<file path="config.mk">
export PLATFORM = sky130hd
export DESIGN_NAME = qte_sqrt_cell
export DESIGN_NICKNAME = d
export VERILOG_FILES = /design/src/rtl/qte_pkg.sv /design/src/rtl/qte_sqrt_cell.sv
export SDC_FILE = /design/constraint.sdc
export NUM_CORES = 1
export LEC_CHECK = 0
export ABC_AREA = 0
export BUFFER_PORTS_ARGS = -buffer_cell sky130_fd_sc_hd__buf_4
export CAP_MARGIN = 40
export CORE_AREA = 3 3 204 206
export DETAILED_ROUTE_END_ITERATION = 10
export DIE_AREA = 0 0 207 209
export HOLD_SLACK_MARGIN = 0.1
export SKIP_LAST_GASP = 1
export SLEW_MARGIN = 0
export SYNTH_ARGS = -nofsm -noshare
export SYNTH_HDL_FRONTEND = slang
export SYNTH_SLANG_ARGS = --single-unit
export TNS_END_PERCENT = 30
</file>
<file path="constraint.sdc">
create_clock -name clk -period 0.8 [get_ports clk]
set_input_delay 0.2 -clock clk [delete_from_list [all_inputs] [get_ports clk]]
set_output_delay 0.2 -clock clk [all_outputs]
set_load 0.01 [all_outputs]
</file>
<file path="src/rtl/qte_pkg.sv">
// Package for the quaternion to Euler angle converter.
// Holds widths, fixed-point constants, pipeline payload types and the
// arctangent table. Depends on nothing.
`timescale 1ns / 1ps

package qte_pkg;

    localparam int IN_W          = 16;   // Q1.14 quaternion component
    localparam int PROD_W        = 32;   // Q.28 product
    localparam int SUM_W         = 34;   // doubled sum of two products
    localparam int CW            = 38;   // CORDIC x/y width, covers gain
    localparam int ZW            = 35;   // angle accumulator, Q.30 radians
    localparam int ROOT_W        = 29;   // sqrt result bits, up to 2^28
    localparam int SQ_W          = 60;   // sqrt remainder width
    localparam int MAG_W         = 28;   // |sp| bits used when not clamped
    localparam int ROLL_W        = 16;
    localparam int PITCH_W       = 15;
    localparam int OUT_SHIFT     = 18;   // Q.30 doubled to Q3.12
    localparam int ARC_ITER_DEF  = 14;
    localparam int ARC_TABLE_LEN = 24;

    localparam logic signed [SUM_W-1:0] ONE_Q28     = 34'sd268435456;
    localparam logic signed [ZW-1:0]    PI_Q30      = 35'sd3373259426;
    localparam logic signed [ZW-1:0]    HALF_PI_Q30 = 35'sd1686629713;
    localparam logic signed [18:0]      FULL_LIMIT  = 19'sd25736;
    localparam logic signed [18:0]      HALF_LIMIT  = 19'sd12868;

    typedef struct packed {
        logic signed [PROD_W-1:0] wx;
        logic signed [PROD_W-1:0] yz;
        logic signed [PROD_W-1:0] xx;
        logic signed [PROD_W-1:0] yy;
        logic signed [PROD_W-1:0] wz;
        logic signed [PROD_W-1:0] xy;
        logic signed [PROD_W-1:0] zz;
        logic signed [PROD_W-1:0] wy;
        logic signed [PROD_W-1:0] zx;
    } qte_prod_t;

    typedef struct packed {
        logic signed [SUM_W-1:0] sr;
        logic signed [SUM_W-1:0] cr;
        logic signed [SUM_W-1:0] sy;
        logic signed [SUM_W-1:0] cy;
        logic signed [SUM_W-1:0] sp;
    } qte_sum_t;

    // one slot of the square root chain, with the other operands riding along
    typedef struct packed {
        logic [SQ_W-1:0]   rem;
        logic [ROOT_W-1:0] root;
        qte_sum_t          sums;
        logic              clamp;
    } qte_sq_t;

    typedef struct packed {
        logic signed [CW-1:0] x;
        logic signed [CW-1:0] y;
        logic signed [ZW-1:0] z;
        logic                 zero;
    } qte_vec_t;

    typedef struct packed {
        qte_vec_t roll;
        qte_vec_t pitch;
        qte_vec_t yaw;
        logic     clamp;
        logic     neg;
    } qte_rot_t;

    // atan(2^-i) in Q.30, truncated
    function automatic logic signed [ZW-1:0] arc_entry(input int i);
        logic signed [ZW-1:0] a;
        case (i)
            0:       a = 35'sd843314856;
            1:       a = 35'sd497837829;
            2:       a = 35'sd263043836;
            3:       a = 35'sd133525158;
            4:       a = 35'sd67021686;
            5:       a = 35'sd33543515;
            6:       a = 35'sd16775850;
            7:       a = 35'sd8388437;
            8:       a = 35'sd4194282;
            9:       a = 35'sd2097149;
            10:      a = 35'sd1048575;
            11:      a = 35'sd524287;
            12:      a = 35'sd262143;
            13:      a = 35'sd131071;
            14:      a = 35'sd65535;
            15:      a = 35'sd32767;
            16:      a = 35'sd16383;
            17:      a = 35'sd8191;
            18:      a = 35'sd4095;
            19:      a = 35'sd2047;
            20:      a = 35'sd1023;
            21:      a = 35'sd511;
            22:      a = 35'sd255;
            23:      a = 35'sd127;
            default: a = '0;
        endcase
        return a;
    endfunction

    // one vectoring micro-rotation
    function automatic qte_vec_t cordic_step(input qte_vec_t v, input int i);
        qte_vec_t             r;
        logic signed [CW-1:0] dx;
        logic signed [CW-1:0] dy;
        r  = v;
        dx = v.y >>> i;
        dy = v.x >>> i;
        if (v.y > 0)
        begin
            r.x = v.x + dx;
            r.y = v.y - dy;
            r.z = v.z + arc_entry(i);
        end
        else
        begin
            r.x = v.x - dx;
            r.y = v.y + dy;
            r.z = v.z - arc_entry(i);
        end
        return r;
    endfunction

endpackage

</file>
<file path="src/rtl/qte_sqrt_cell.sv">
// One bit of the pipelined integer square root.
// Depends on qte_pkg.
`timescale 1ns / 1ps

module qte_sqrt_cell #(
    parameter int BIT = 0
) (
    input  logic              clk,
    input  logic              rst_n,
    input  logic              en,
    input  logic              in_valid,
    input  qte_pkg::qte_sq_t  in_data,
    output logic              out_valid,
    output qte_pkg::qte_sq_t  out_data
);
    import qte_pkg::*;

    localparam logic [SQ_W-1:0] BIT_SQ = SQ_W'(1) << (2 * BIT);

    logic             valid_reg;
    qte_sq_t          data_reg;
    qte_sq_t          data_next;
    logic [SQ_W-1:0]  trial;

    // (q + 2^k)^2 - q^2 = q*2^(k+1) + 2^(2k)
    always_comb
    begin
        data_next = in_data;
        trial     = (SQ_W'(in_data.root) << (BIT + 1)) + BIT_SQ;
        if (in_data.rem >= trial)
        begin
            data_next.rem  = in_data.rem - trial;
            data_next.root = in_data.root | (ROOT_W'(1) << BIT);
        end
    end

    always_ff @(posedge clk or negedge rst_n)
    begin
        if (!rst_n)
            valid_reg <= 1'b0;
        else if (en)
            valid_reg <= in_valid;
    end

    always_ff @(posedge clk)
    begin
        if (en)
            data_reg <= data_next;
    end

    assign out_valid = valid_reg;
    assign out_data  = data_reg;

endmodule

</file>
After elaboration in Yosys (flattened, before gate mapping)
Index checks and enable logic that the tools add are counted.
{ "word_totals": {"reg_bits": 261, "latchBits": 0, "mem_bits_rw": 0, "rom_bits": 0, "in_bits": 264, "out_inout_bits": 261, "word_cells": 14, "memories": 0} }
{ "classes": {"add_sub_neg": 2, "multipliers": 0, "n_div": 0, "magnitude_cmp": 1, "eq_ne": 0, "n_shift": 0, "n_mux": 1, "bitwise": 0, "reduce_logical": 0} }
{ "op_table": {"columns": ["op", "count"], "rows": [
  ["$mux 89", 1],
  ["$ge 60x31->1", 1],
  ["$sub 60x31->60", 1],
  ["$add 30x1->31 const B", 1]
]} }

Logic depth before layout (Yosys ltp)
{ "depth": {"depth_word": 3, "ltp_mapped": 13, "depth_no_buf": 10} }

Least setup slack after synthesis
OpenSTA, ideal clock, no wires.
{ "synth_path": {"path_kind": "input to register", "from": "in in_data[179] in the netlist's numbering", "to": "reg data_reg (netlist bit out_data[236]), data pin", "setup_ns": 0.258, "arrival_time_ns": 2.548, "required_ns": 0.542, "path_slack_ns": -2.006, "path_stages": 10, "n_path_buf": 1, "path_cell_list": "inv_1 -> ha_1 -> clkbuf_1 -> a21oi_1 -> o221ai_1 -> nor3_1 -> o21ai_0 -> a211oi_2 -> or4b_1 -> xnor2_1"} }
{ "synth_lines": {"columns": ["element", "line_no", "text"], "rows": [
  ["start, declared", "qte_sqrt_cell.sv:12", "input qte_pkg::qte_sq_t in_data,"],
  ["end signal, assigned", "qte_sqrt_cell.sv:48", "data_reg <= data_next;"],
  ["end, declared", "qte_sqrt_cell.sv:21", "qte_sq_t data_reg;"]
]} }

==> results.md <==
* Cells on worst reg2reg path at 1
* Drt wl/cell at 20.7 µm
* Remaining DRCs at 0
* Yosys cell types at 59
* Placed inst area at 0.0173 mm²
* PortBufs at 524
* Clk_skew at 0 ns
* CTS tree: built
* Minimum clock period at 2.19 ns
* Drt first-iter violations at 602
* Min Hold Slack at -0.0369 ns
* Dominant synthesized flop cell: edfxtp_1
* Final slew viol count at 0
* Root buffer cell: clkbuf_16
* PD cells at 1830 mW/mm²
* Most common library cell in the layout ignoring fill and taps: buf_4
* Worst vdd ir at 1.44 mV
* Reg clk slew, reported paths at 0.06 ns
* Area grow syn2layout at 95.7%
* Largest net degree at the start of global routing at 59
* Initial antenna violation count at 6
* Max-capacitance violation count at 0
* R2R Path Start: out_valid
* Worst min path class: input port to flip-flop
* Final Cycle Share at 2.74
* Failing checks: hold timing, setup timing
* Final setup margin at -1.39 ns
* # IOs at 525
* Number of global-route vias before repair at 11200
* Vias/cell at 4.49
* Worst skew pair latency at 0.56 ns
* Horiz. Die Dim at 207 µm
* Tot GR Track Use at 0.210
* Detail Route Antenna Nets at 0
* Pleak at 9.06 nW
* First-pass GRT wire length at 70.0 mm
* Post-synthesis average cell area at 14.6 µm²
* Highest clock rate at 457 MHz
* Routed wire length at 47.9 mm
* Worst Setup End Kind: flip-flop
* Die Y at 209 µm
* DP HPWL at 35.6 mm
* Placed insts at 1995
* Cell Chain, Critical Path: buf_4 -> or4_4 -> buf_6 -> nor4_4 -> nand3_2 -> or2_4 -> or4_4 -> nor3_4 -> xor2_1
* Hold Buf Count CTS at 242
* Nets at 2054
* Final Hold Fails at 1
* Most frequent cells in the layout: buf_4 (693), edfxtp_1 (260), dlygate4sd3_1 (242)
* R2R Path End: out_valid
* Worst path top cell family by delay: simple AND/OR/NAND/NOR gates
* Clk buf depth at 3
* Worst path bufs/invs at 2
* CP arrival at 2.51 ns
* Number of detailed-route iterations in the first pass at 4
* Gr ovfl total at 0
* TNS Setup at -207.07 ns
* Unrepaired setup endpoints after global routing: yes
* EDFF count, synth at 260
* Seq cells post-synth at 261
* Critical path endpoint: out_data[257]
* CTS Buf Count at 29
* PnR Total Power at 39.2 mW
* Instance count on the critical path at 9
* Crit path launch: in_data[246]
* YS warnings at 0
* Layout cell share with drive strength beyond 1 at 0.498
* Clk sink count at 261
* Slowest cell on the critical path: or4_4
* # rows at 73
* Worst Tran Pin Value at 0.496 ns
* Placeable Area at 0.0398 mm²
* Setup Crit Path Kind: input port to flip-flop
* Non-filler cells, final at 2309
* FF-to-FF setup slack at 0.05 ns
* Status: finished with violations
* Sequential fraction of the synthesis area at 0.715
* GP Congestion at 0.863
* Cells after Synth at 750
* Async set-or-reset flop fraction in the synthesized netlist at 0.00383
* Final setup viols at 322
* Finished layout cell area at 0.0214 mm²
* Worst path required time at 1.12 ns
* Starting Density at 0.275
* Via count at 10400
* CP startpoint kind: input port
* CP max stage delay at 0.53 ns
* Most Frequent Cell on Critical Path: or4_4
* Total die area at 0.0433 mm²
* Critical path peak fanout at 3
* Slew margin rel. at 0.666
* Htree depth at 1
* Synthesized area at 0.0109 mm²
* Syn Nets at 1045
==> per-layer routing <==
metal	up-vias	GRT usage	share of wire
li1	4890	-	-
met1	4981	0.242	0.38
met2	415	0.385	0.52
met3	78	0.0503	0.067
met4	6	0.0644	0.034
met5	-	0	0.0010
==> power by group <==
| group | switching [mW] | total [mW] | internal, mW |
|---|---|---|---|
| Clock | 5.63 | 13.3 | 7.63 |
| Combinational | 3.95 | 8.99 | 5.04 |
| Sequential | 0.460 | 17.0 | 16.5 |
==> cell usage after synthesis (3+ instances only) <==
cell type / count / area [µm²]
mux2_1: 3 / 33.8
nor3_1: 21 / 105
buf_6: 7 / 78.8
or2_2: 5 / 31.3
o21a_1: 7 / 52.6
or4_1: 6 / 45.0
nand4_1: 11 / 68.8
nand3_1: 13 / 65.1
and2_1: 3 / 18.8
xnor2_1: 24 / 210
nand2_1: 68 / 255
a21oi_1: 39 / 195
nor2b_1: 3 / 18.8
o21ai_1: 28 / 140
nand3b_1: 3 / 22.5
o21ai_0: 24 / 120
edfxtp_1: 260 / 7810
ha_1: 30 / 375
a2111oi_0: 3 / 26.3
nor4_1: 12 / 75.1
nand4b_1: 3 / 26.3
a21o_1: 9 / 67.6
inv_1: 38 / 143
nor2_1: 24 / 90.1
xor2_1: 33 / 289
or3_1: 6 / 37.5
o211ai_1: 5 / 37.5
a211oi_1: 5 / 37.5
clkbuf_1: 15 / 56.3
==> sequential cells by signal, indices dropped and copies added, names as in the netlist <==
signal	cells
out_data	260
out_valid	1
==> cell families (layout without fill, tap and decap cells) <==
family	Yosys count	in the layout	share of synthesized area
AND/OR/NAND/NOR	193	193	0.0913
other	0	3	0
multiplexers	4	4	0.00411
buffers and inverters	60	1091	0.0254
flip-flops	261	261	0.715
AO/OA/AOI/OAI	144	144	0.0821
adder cells (fa/ha/maj)	31	31	0.0361
XOR/XNOR	57	57	0.0456
==> stage by stage <==
stage,utilization,setup slack [ns]
floorplan,-,-1.78
global placement,0.435,-2.16
detailed placement,0.435,-2.21
CTS,0.533,-1.31
global route,0.538,-1.43
finish,0.538,-1.39
==> worst min-delay path by stage <==
stage               slack, ns    startpoint  depth (start not counted)            end
floorplan                -0.1         rst_n                          0      out_valid
global placement        -0.02         rst_n                          1      out_valid
detailed placement      -0.02         rst_n                          1      out_valid
CTS                     -0.07  in_data[201]                          2  out_data[201]
global route            -0.05  in_data[201]                          2  out_data[201]
finish                  -0.04  in_data[201]                          2  out_data[201]
==> layout make-up <==
type | count | area, µm²
well taps | 525 | 657
clock inverters | 22 | 208
inverters | 38 | 143
clock buffers | 31 | 733
diodes | 3 | 7.51
fillers | 3371 | 18400
flip-flops and latches | 261 | 7830
multi-input cells | 429 | 3380
repair buffers | 1000 | 8470
==> timing repair <==
action / CTS / global route
setup buffers: 10 / 6
hold endpoints to repair: 285 / 36
resized for setup: 92 / 31
pin swaps: 19 / 8
endpoints found under the setup margin: 322 / 322
Power figures use the tool's default switching activity.
