File: config.mk
export PLATFORM = sky130hd
export DESIGN_NAME = qte_cordic_cell
export DESIGN_NICKNAME = d
export VERILOG_FILES = /design/src/rtl/qte_pkg.sv /design/src/rtl/qte_cordic_cell.sv
export SDC_FILE = /design/constraint.sdc
export NUM_CORES = 1
export LEC_CHECK = 0
export ABC_CLOCK_PERIOD_IN_PS = 900
export BUFFER_PORTS_ARGS = -buffer_cell sky130_fd_sc_hd__clkbuf_2
export CORE_UTILIZATION = 41
export DETAILED_ROUTE_END_ITERATION = 12
export GPL_TIMING_DRIVEN = 0
export PLACE_DENSITY = 0.65
export SETUP_SLACK_MARGIN = 0.15
export SLEW_MARGIN = 20
export SYNTH_ARGS = -nofsm -noshare
export SYNTH_HDL_FRONTEND = slang
export SYNTH_SLANG_ARGS = --single-unit
File: constraint.sdc
create_clock -name clk -period 0.9 [get_ports clk]
set_clock_uncertainty 0.15 [all_clocks]
set_input_delay 0.135 -clock clk [delete_from_list [all_inputs] [get_ports clk]]
set_output_delay 0.135 -clock clk [all_outputs]
set_load 0.01 [all_outputs]
File: src/rtl/qte_pkg.sv
// Package for the quaternion to Euler angle converter.
// Holds widths, fixed-point constants, pipeline payload types and the
// arctangent table. Depends on nothing.
`timescale 1ns / 1ps

package qte_pkg;

    localparam int IN_W          = 16;   // Q1.14 quaternion component
    localparam int PROD_W        = 32;   // Q.28 product
    localparam int SUM_W         = 34;   // doubled sum of two products
    localparam int CW            = 38;   // CORDIC x/y width, covers gain
    localparam int ZW            = 35;   // angle accumulator, Q.30 radians
    localparam int ROOT_W        = 29;   // sqrt result bits, up to 2^28
    localparam int SQ_W          = 60;   // sqrt remainder width
    localparam int MAG_W         = 28;   // |sp| bits used when not clamped
    localparam int ROLL_W        = 16;
    localparam int PITCH_W       = 15;
    localparam int OUT_SHIFT     = 18;   // Q.30 doubled to Q3.12
    localparam int ARC_ITER_DEF  = 14;
    localparam int ARC_TABLE_LEN = 24;

    localparam logic signed [SUM_W-1:0] ONE_Q28     = 34'sd268435456;
    localparam logic signed [ZW-1:0]    PI_Q30      = 35'sd3373259426;
    localparam logic signed [ZW-1:0]    HALF_PI_Q30 = 35'sd1686629713;
    localparam logic signed [18:0]      FULL_LIMIT  = 19'sd25736;
    localparam logic signed [18:0]      HALF_LIMIT  = 19'sd12868;

    typedef struct packed {
        logic signed [PROD_W-1:0] wx;
        logic signed [PROD_W-1:0] yz;
        logic signed [PROD_W-1:0] xx;
        logic signed [PROD_W-1:0] yy;
        logic signed [PROD_W-1:0] wz;
        logic signed [PROD_W-1:0] xy;
        logic signed [PROD_W-1:0] zz;
        logic signed [PROD_W-1:0] wy;
        logic signed [PROD_W-1:0] zx;
    } qte_prod_t;

    typedef struct packed {
        logic signed [SUM_W-1:0] sr;
        logic signed [SUM_W-1:0] cr;
        logic signed [SUM_W-1:0] sy;
        logic signed [SUM_W-1:0] cy;
        logic signed [SUM_W-1:0] sp;
    } qte_sum_t;

    // one slot of the square root chain, with the other operands riding along
    typedef struct packed {
        logic [SQ_W-1:0]   rem;
        logic [ROOT_W-1:0] root;
        qte_sum_t          sums;
        logic              clamp;
    } qte_sq_t;

    typedef struct packed {
        logic signed [CW-1:0] x;
        logic signed [CW-1:0] y;
        logic signed [ZW-1:0] z;
        logic                 zero;
    } qte_vec_t;

    typedef struct packed {
        qte_vec_t roll;
        qte_vec_t pitch;
        qte_vec_t yaw;
        logic     clamp;
        logic     neg;
    } qte_rot_t;

    // atan(2^-i) in Q.30, truncated
    function automatic logic signed [ZW-1:0] arc_entry(input int i);
        logic signed [ZW-1:0] a;
        case (i)
            0:       a = 35'sd843314856;
            1:       a = 35'sd497837829;
            2:       a = 35'sd263043836;
            3:       a = 35'sd133525158;
            4:       a = 35'sd67021686;
            5:       a = 35'sd33543515;
            6:       a = 35'sd16775850;
            7:       a = 35'sd8388437;
            8:       a = 35'sd4194282;
            9:       a = 35'sd2097149;
            10:      a = 35'sd1048575;
            11:      a = 35'sd524287;
            12:      a = 35'sd262143;
            13:      a = 35'sd131071;
            14:      a = 35'sd65535;
            15:      a = 35'sd32767;
            16:      a = 35'sd16383;
            17:      a = 35'sd8191;
            18:      a = 35'sd4095;
            19:      a = 35'sd2047;
            20:      a = 35'sd1023;
            21:      a = 35'sd511;
            22:      a = 35'sd255;
            23:      a = 35'sd127;
            default: a = '0;
        endcase
        return a;
    endfunction

    // one vectoring micro-rotation
    function automatic qte_vec_t cordic_step(input qte_vec_t v, input int i);
        qte_vec_t             r;
        logic signed [CW-1:0] dx;
        logic signed [CW-1:0] dy;
        r  = v;
        dx = v.y >>> i;
        dy = v.x >>> i;
        if (v.y > 0)
        begin
            r.x = v.x + dx;
            r.y = v.y - dy;
            r.z = v.z + arc_entry(i);
        end
        else
        begin
            r.x = v.x - dx;
            r.y = v.y + dy;
            r.z = v.z - arc_entry(i);
        end
        return r;
    endfunction

endpackage

File: src/rtl/qte_cordic_cell.sv
// One CORDIC micro-rotation for the roll, pitch and yaw vectors.
// Depends on qte_pkg.
`timescale 1ns / 1ps

module qte_cordic_cell #(
    parameter int STEP = 0
) (
    input  logic               clk,
    input  logic               rst_n,
    input  logic               en,
    input  logic               in_valid,
    input  qte_pkg::qte_rot_t  in_data,
    output logic               out_valid,
    output qte_pkg::qte_rot_t  out_data
);
    import qte_pkg::*;

    logic      valid_reg;
    qte_rot_t  data_reg;
    qte_rot_t  data_next;

    always_comb
    begin
        data_next       = in_data;
        data_next.roll  = cordic_step(in_data.roll, STEP);
        data_next.pitch = cordic_step(in_data.pitch, STEP);
        data_next.yaw   = cordic_step(in_data.yaw, STEP);
    end

    always_ff @(posedge clk or negedge rst_n)
    begin
        if (!rst_n)
            valid_reg <= 1'b0;
        else if (en)
            valid_reg <= in_valid;
    end

    always_ff @(posedge clk)
    begin
        if (en)
            data_reg <= data_next;
    end

    assign out_valid = valid_reg;
    assign out_data  = data_reg;

endmodule

# ---- Yosys cells after proc, flatten, opt, wreduce, memory -nomap -nowiden
# Index checks and enable logic that the tools add are counted.
dict set report word_totals {
  register_bits 339
  input_bits 342
  output_inout_bits 339
  wordCells 42
}
dict set report op_classes {
  n_addsub 15
  n_lt_le_gt_ge 3
  n_mux 9
}
# op count
set op_table {}
lappend op_table {{111-bit 2-to-1 mux} 3}
lappend op_table {{38-bit subtractor} 6}
lappend op_table {{35-bit 2-to-1 mux} 6}
lappend op_table {{38-bit adder} 3}
lappend op_table {{38-bit by 1-bit greater-than comparator with 1-bit output (second input constant)} 3}
lappend op_table {{35-bit adder} 3}
lappend op_table {{35-bit subtractor} 3}

# ---- Logic depth before layout (Yosys ltp)
# Gate-level depths: netlist (run 1).
dict set report depth {
  word_depth 4
  ltp_mapped 19
  mapped_depth_nobuf 16
}

# ---- Worst setup path after synthesis (run 1)
# Ideal clock, no wire load.
dict set report synth_path {
  path_kind {input-to-reg}
  start {in in_data[70] (netlist name)}
  end {reg data_reg, in the netlist out_data[37] (data pin)}
  setup_time_ps 260
  arrival_ps 4381
  required_time_ps 490
  path_slack_ps -3891
  stages 19
  n_path_buf 4
  cell_sequence {nor4_1 -> nand4_1 -> nor3_1 -> or2_2 -> clkbuf_1 -> clkbuf_1 -> clkbuf_1 -> buf_1 -> ha_1 -> a211oi_1 -> o21bai_1 -> o31a_1 -> a211oi_1 -> o21ai_1 -> nand4_1 -> a211oi_1 -> or3_1 -> a21oi_1 -> xnor2_1}
}
# item line_no
set synth_lines {}
lappend synth_lines {{from (decl)} qte_cordic_cell.sv:12} ;# input qte_pkg::qte_rot_t in_data,
lappend synth_lines {{to (signal assigned)} qte_cordic_cell.sv:41} ;# data_reg <= data_next;
lappend synth_lines {{to (decl)} qte_cordic_cell.sv:19} ;# qte_rot_t data_reg;

==> qor.csv, run 1 <==
stage;metric;value;unit
worst_setup_path;crit path to;out_data[149]$_DFFE_PP_;
worst_setup_path;R2R Setup Slk;0.01;ns
synth;Unique masters post-synth;96;
synth;Yosys reg bits;336;
timing;highest clock rate;0.248;GHz
worst_setup_path;R2R Path End;out_valid$_DFFE_PN0P_;
timing;Hold WS;-0.209;ns
cells_and_area;most frequent cells in the layout;663 x clkbuf_2, 335 x edfxtp_1, 334 x ha_1;
pwr;Int Pwr;46200;µW
detailed_routing;via count;36900;
synth;commonest register cell after synthesis;edfxtp_1;
detailed_routing;drt wl/cell;24.6;µm
synth;YS warnings;0;
placement;pre-CTS WS;-4.32;ns
cts;TritonCTS clock tree;yes;
placement;Placed Area;0.0411;mm²
worst_setup_path;reg2reg path depth;1;
global_route;first-pass GRT wire length;220000;µm
synth;Post-synth ARST share;0.298;%
cells_and_area;share of layout cells above drive strength 1;40.3;%
cts;clock-pin transition on the worst setup and hold timing paths;0.06;ns
floorplanning;Rows;105;
detailed_routing;DRT Pass-1 Iters;5;
cts;Clock Path Buffers;3;
pwr;Clk pwr share;25.0;%
timing;Final Cycle Share;448;%
synth;synth top area cells;edfxtp_1 29%, ha_1 16%, a21oi_1 6.8%;
timing;worst setup margin;-3.13;ns
global_route;gr usage total;33.8;%
status;failing checks;hold timing, setup timing;
worst_setup_path;kind of critical path;in2reg;
floorplanning;io pins;681;
timing;Final min period;4.03;ns
timing;Final Hold Viols;101;
timing;# setup viols final;712;
worst_setup_path;critical-path maximum fanout;8;
timing;Worst Tran Pin Value;1.14;ns
synth;Seq/Total Area, Yosys;29.6;%
detailed_routing;drt via density;5.94;
floorplanning;Starting Density;41.5;%
cts;# clock sinks;336;
worst_setup_path;nature of the critical path endpoint;flip-flop;
pwr;sequential share of power;28.8;%
worst_setup_path;CP startpoint;in_data[183];
floorplanning;die height;290;µm
cells_and_area;commonest non-fill, non-tap cell in the layout;clkbuf_2;
placement;HPWL Detailed;113000;µm
pwr;LEAKAGE;0.0222;µW
pwr;Peak supply drop;1450;µV
synth;number of enable flip-flop cells after synthesis;335;
pwr;pwr/cell area;1470;mW/mm²
worst_hold_path;worst hold path class;in2reg;
timing;RSZ-0062 raised after global routing;yes;
cts;H-tree levels;2;
synth;Mean Syn Cell Area;8.53;µm²
synth;Synth top area share;29.5;%
detailed_routing;Iteration-0 DRC Markers;3201;
placement;GPL Wtd Cong;1.01;
job;Max Cap Violations;0;
global_route;vias in the first global route;35200;
timing;Slew HR;24.2;%
synth;Synth area leader;edfxtp_1;
global_route;largest net degree at the start of global routing;96;
timing;TNS Setup;-739.01;ns
status;status;complete, but fails checks;
cts;Root Driver;clkbuf_16;
cells_and_area;Layout area overhead;49.3;%
pwr;Switch Pwr;28600;µW
synth;syn_nets;4775;
placement;Cells after DPL;5752;
global_route;initial antenna violation count;23;
detailed_routing;Routed WL;153000;µm
pwr;switching share of power;38.2;%
worst_setup_path;startpoint types;input port;
synth;cells after synthesis;3998;
global_route;GR Overflow Total;0;
synth;mapped cell area;0.0341;mm²
cts;Hold-fix buffers, CTS;20;
cells_and_area;Final Instance Count excl. Fillers;6219;
worst_setup_path;Worst EP required;1.11;ns
detailed_routing;post-route ant nets;0;
cts;Clk Latency, worst-skew pair;0.60;ns
pwr;Combinational Power Share;46.2;%
detailed_routing;DRC;0;
floorplanning;Die ar.;0.0843;mm²
worst_setup_path;worst reg2reg startpoint;out_valid$_DFFE_PN0P_;
timing;final count of pins violating max slew;0;
cells_and_area;nets;5880;
worst_setup_path;WP data arrival;4.24;ns
floorplanning;die width;290;µm
cts;TritonCTS buffer count;43;
cells_and_area;final instance area;0.0509;mm²
floorplanning;Core Area;0.0822;mm²
placement;port bufs;680;
## Yosys cell counts, types with 11 or more instances
| master | instances |
|---|---|
| nand3_1 | 74 |
| nand2b_1 | 36 |
| ha_1 | 423 |
| mux2i_1 | 42 |
| and2_1 | 15 |
| and3_1 | 28 |
| a21oi_1 | 465 |
| nor2b_1 | 41 |
| clkbuf_1 | 104 |
| o31ai_1 | 34 |
| edfxtp_1 | 335 |
| o21bai_1 | 89 |
| xnor2_1 | 235 |
| nor3_1 | 86 |
| a31oi_1 | 41 |
| o22ai_1 | 14 |
| buf_1 | 34 |
| inv_1 | 367 |
| o21ai_1 | 30 |
| or3_1 | 24 |
| a21o_1 | 133 |
| xor2_1 | 60 |
| o211ai_1 | 29 |
| nand4_1 | 42 |
| o21ai_0 | 226 |
| o21a_1 | 49 |
| a21boi_0 | 11 |
| nor4_1 | 40 |
| a211o_1 | 13 |
| or4_1 | 11 |
| buf_2 | 23 |
| a211oi_1 | 57 |
| a2111oi_0 | 16 |
| nor2_1 | 324 |
| fa_1 | 12 |
| inv_2 | 13 |
| or2_2 | 20 |
| nand2_1 | 219 |
## power groups by stage
stage               Sequential, µW  Clock, µW  Combinational (µW)
floorplan                    23100          0               15100
global placement             22100          0               26500
detailed placement           21900          0               26600
CTS                          21600      19100               31100
global route                 21800      19600               36400
finish                       21600      18700               34600
## worst min path at each step
stage,startpoint,slack [ns],depth (start not counted),end
floorplan,rst_n,-0.31,0,out_valid$_DFFE_PN0P_
finish,in_data[149],-0.21,3,out_data[149]$_DFFE_PP_
detailed placement,rst_n,-0.24,1,out_valid$_DFFE_PN0P_
global placement,rst_n,-0.24,1,out_valid$_DFFE_PN0P_
global route,in_data[149],-0.23,3,out_data[149]$_DFFE_PP_
CTS,in_data[37],-0.24,3,out_data[37]$_DFFE_PP_
## cell type report
cell class              count  area, µm²
inverters                 385       1600
diodes                     12       30.0
clock inverters            25        357
flip-flops and latches    336      10100
repair buffers           1060       7470
clock buffers              54       1130
well taps                1070       1340
plain buffers             166       1680
multi-input cells        3111      27200
fillers                  6848      31300
## registers in the layout (all words and copies together), names as in the netlist
signal / cells
out_data: 335
out_valid: 1
## cell families (layout without fill, tap and decap cells)
logic type,count (synthesis),after routing,share of synthesized area (%)
compound gates,1347,1347,25.3
xor+xnor,295,295,7.58
fa+ha+maj,435,435,16.2
buf+inv,551,1690,6.20
flops,336,336,29.6
mux,43,43,1.27
other cells,0,12,0
simple gates,991,991,13.9
## layer usage
layer  vias up  part of all wire (%)  global-route usage [%]
met5         -                 0.094                       0
met4        24                   5.0                    14.5
met3       435                   9.6                    8.09
met2      1923                    45                    54.6
met1     17800                    40                    43.1
li1      16700                     -                       -
## metrics by stage
step	util [%]	total power, µW
after floorplan	-	38200
after global placement	49.9	48500
after detailed placement	50.0	48500
after CTS	58.5	71800
after global routing	61.9	77800
final	61.9	74900
## critical path, cell delays in order
cell	delay, ns
clkbuf_16	0.12
nor4_4	0.49
nand4_1	0.37
nor3_2	0.26
or2_4	0.15
buf_8	0.12
inv_8	0.03
clkbuf_16	0.16
buf_12	0.15
buf_6	0.11
ha_4	0.24
o21ai_2	0.15
a21oi_2	0.07
o221a_4	0.26
a211oi_4	0.35
nor3_4	0.10
a2111oi_4	0.24
o21ai_2	0.13
a311o_1	0.35
a21oi_2	0.15
xnor2_1	0.08
## timing repair
item / 4_1_cts / 5_1_grt
resized for setup: 688 / 469
cloned: 13 / 0
endpoints found under the hold margin: 149 / 104
endpoints found under the setup margin: 725 / 911
setup buffers: 226 / 117
pin swaps: 293 / 303
Note: power is estimated with default switching activity, not from simulation.
==> inputs of run 2 (changes only) <==
--- a/config.mk
+++ b/config.mk
@@ -6,8 +6,9 @@
 export NUM_CORES = 1
 export LEC_CHECK = 0
 export ABC_CLOCK_PERIOD_IN_PS = 900
-export BUFFER_PORTS_ARGS = -buffer_cell sky130_fd_sc_hd__clkbuf_2
+export BUFFER_PORTS_ARGS = -buffer_cell sky130_fd_sc_hd__buf_2
 export CORE_UTILIZATION = 41
+export CTS_CLUSTER_SIZE = 14
 export DETAILED_ROUTE_END_ITERATION = 12
 export GPL_TIMING_DRIVEN = 0
 export PLACE_DENSITY = 0.65
==> qor.csv, run 2 (synthesis gave the netlist of run 1 again) <==
stage;metric;value;unit;change
timing;Final Cycle Share;445;%;-3.3 points
timing;Worst Tran Pin Value;1.08;ns;-0.0540 ns
floorplanning;Core Area;0.0822;mm²;unchanged
placement;port bufs;680;;unchanged
cts;Hold-fix buffers, CTS;20;;unchanged
floorplanning;die height;290;µm;unchanged
detailed_routing;DRT Pass-1 Iters;7;;+2
timing;worst setup margin;-3.10;ns;+0.0296 ns
timing;Final Hold Viols;148;;+47%
cells_and_area;share of layout cells above drive strength 1;39.9;%;-0.32 points
placement;Cells after DPL;5751;;-0.017%
worst_setup_path;nature of the critical path endpoint;flip-flop;;
floorplanning;Starting Density;41.5;%;unchanged
timing;# setup viols final;910;;+28%
floorplanning;Die ar.;0.0843;mm²;unchanged
timing;highest clock rate;0.250;GHz;+0.74%
cells_and_area;max reg flops;335;;unchanged
global_route;first-pass GRT wire length;214000;µm;-2.8%
detailed_routing;via count;36600;;-0.85%
cts;Clk Latency, worst-skew pair;0.61;ns;about the same
timing;final count of pins violating max slew;0;;unchanged
pwr;Peak supply drop;1440;µV;-0.80%
detailed_routing;drt via density;5.89;;-0.90%
cells_and_area;Final Instance Count excl. Fillers;6222;;+0.048%
cts;H-tree levels;2;;unchanged
worst_setup_path;kind of critical path;in2reg;;
worst_setup_path;critical-path maximum fanout;5;;-3
status;status;complete, but fails checks;;
cells_and_area;fillers;6953;;+1.5%
timing;RSZ-0062 raised after global routing;yes;;
detailed_routing;post-route ant nets;0;;unchanged
detailed_routing;DRC;0;;unchanged
cts;Clock Path Buffers;3;;unchanged
cts;TritonCTS buffer count;44;;+2.3%
cts;clock-pin transition on the worst setup and hold timing paths;0.06;ns;about the same
cts;# clock sinks;336;;unchanged
global_route;vias in the first global route;34200;;-2.7%
placement;HPWL Detailed;112000;µm;-0.82%
worst_setup_path;Worst EP required;1.11;ns;about the same
cts;TritonCTS clock tree;yes;;
floorplanning;io pins;681;;unchanged
cts;Root Driver;clkbuf_16;;
worst_setup_path;startpoint types;input port;;
status;failing checks;hold timing, setup timing;;
global_route;largest net degree at the start of global routing;100;;+4.2%
job;Max Cap Violations;0;;unchanged
timing;Slew HR;27.8;%;+3.6 points
detailed_routing;Routed WL;151000;µm;-1.3%
global_route;gr usage total;33.0;%;-0.83 points
detailed_routing;Iteration-0 DRC Markers;3268;;+2.1%
timing;Hold WS;-0.256;ns;-0.0464 ns
worst_hold_path;worst hold path class;in2reg;;
floorplanning;Rows;105;;unchanged
cells_and_area;nets;5874;;-0.10%
worst_setup_path;WP data arrival;4.21;ns;-0.03 ns
pwr;pwr/cell area;1450;mW/mm²;-1.2%
global_route;initial antenna violation count;27;;+17%
placement;GPL Wtd Cong;1.01;;+0.30%
global_route;GR Overflow Total;0;;unchanged
cells_and_area;commonest non-fill, non-tap cell in the layout;buf_2;;
pwr;LEAKAGE;0.0218;µW;-1.9%
timing;TNS Setup;-770.43;ns;-31.42 ns
floorplanning;die width;290;µm;unchanged
detailed_routing;drt wl/cell;24.2;µm;-1.4%
cells_and_area;Layout area overhead;47.9;%;
cells_and_area;most frequent cells in the layout;635 x buf_2, 335 x edfxtp_1, 329 x ha_1;;
timing;Final min period;4.00;ns;-0.0296 ns
-- run 2: changes by cell type in the layout (fill, tap and decap cells not counted), moves of 10 or more --
cell	change
clkbuf_2	-632
clkbuf_8	-10
buf_2	+618
clkbuf_16	-13
buf_8	+10
buf_6	+22
-- run 2: area by class of cell --
class / instances / area, µm² / area share (%)
multi-input combinational: 3111 / 27000 / 53.6
sequential: 336 / 10100 / 20.0
timing repair buffer: 1053 / 7290 / 14.5
buffer: 166 / 1610 / 3.20
inverter: 385 / 1610 / 3.20
tap: 1070 / 1340 / 2.65
clock buffer: 57 / 1170 / 2.32
clock inverter: 25 / 236 / 0.469
antenna: 19 / 47.5 / 0.0943
-- run 2: worst paths after layout --
check / slack [ns] / from / endpoint / cells past startpoint
hold / removal: -0.26 / in_data[188] / out_data[188]$_DFFE_PP_ / 3
min in group asynchronous: 0.23 / rst_n / out_valid$_DFFE_PN0P_ / 3
setup / recovery: -3.10 / in_data[289] / out_data[256]$_DFFE_PP_ / 21
setup reg to reg: 0 / out_valid$_DFFE_PN0P_ / out_valid$_DFFE_PN0P_ / 1
hold reg to reg: 0.37 / out_valid$_DFFE_PN0P_ / out_valid$_DFFE_PN0P_ / 1
max in group asynchronous: 0.25 / rst_n / out_valid$_DFFE_PN0P_ / 3
-- run 2: per-layer routing --
| layer | part of all wire [%] | global-route usage, % |
|---|---|---|
| met1 | 40 | 41.9 |
| met2 | 45 | 52.7 |
| met3 | 9.6 | 8.20 |
| met4 | 5.3 | 15.1 |
| met5 | 0.085 | 0 |
-- run 2: power by group --
group	switching, µW	internal (µW)	total, µW
Combinational	19800	14300	34100
Clock	7760	9880	17600
Sequential	756	20700	21500
-- run 2: worst max-delay path, stage by stage --
cell and delay, ns:
buf_8 0.10, nor4_4 0.30, nand4_1 0.36, nor3_2 0.27, or2_4 0.14, clkbuf_16 0.14
inv_12 0.03, clkbuf_16 0.14, clkbuf_16 0.16, ha_4 0.21, nor2b_4 0.12, o31a_1 0.34
a221oi_4 0.36, o211ai_4 0.12, a41o_4 0.29, a2111oi_4 0.32, nor3_1 0.08, nand2b_4 0.18
buf_4 0.14, buf_6 0.10, xor2_1 0.13
-- run 2: timing repair --
item | CTS | global route
gates cloned | 10 | 2
gates resized for setup | 521 | 636
pin swaps | 215 | 298
endpoints found under the setup margin | 910 | 910
hold endpoints to repair | 219 | 149
setup buffers | 175 | 163
-- run 2: metrics by stage --
stage          total power (µW)  util [%]  cell area [µm²]  worst slack (ns)
2_1_floorplan             38200         -            36300             -3.00
3_3_place_gp              48400      49.9            41000             -5.87
3_5_place_dp              48300      50.0            41100             -4.28
4_1_cts                   69500      56.7            46600             -3.08
5_1_grt                   76200      61.3            50400             -3.22
6_report                  73300      61.3            50400             -3.10
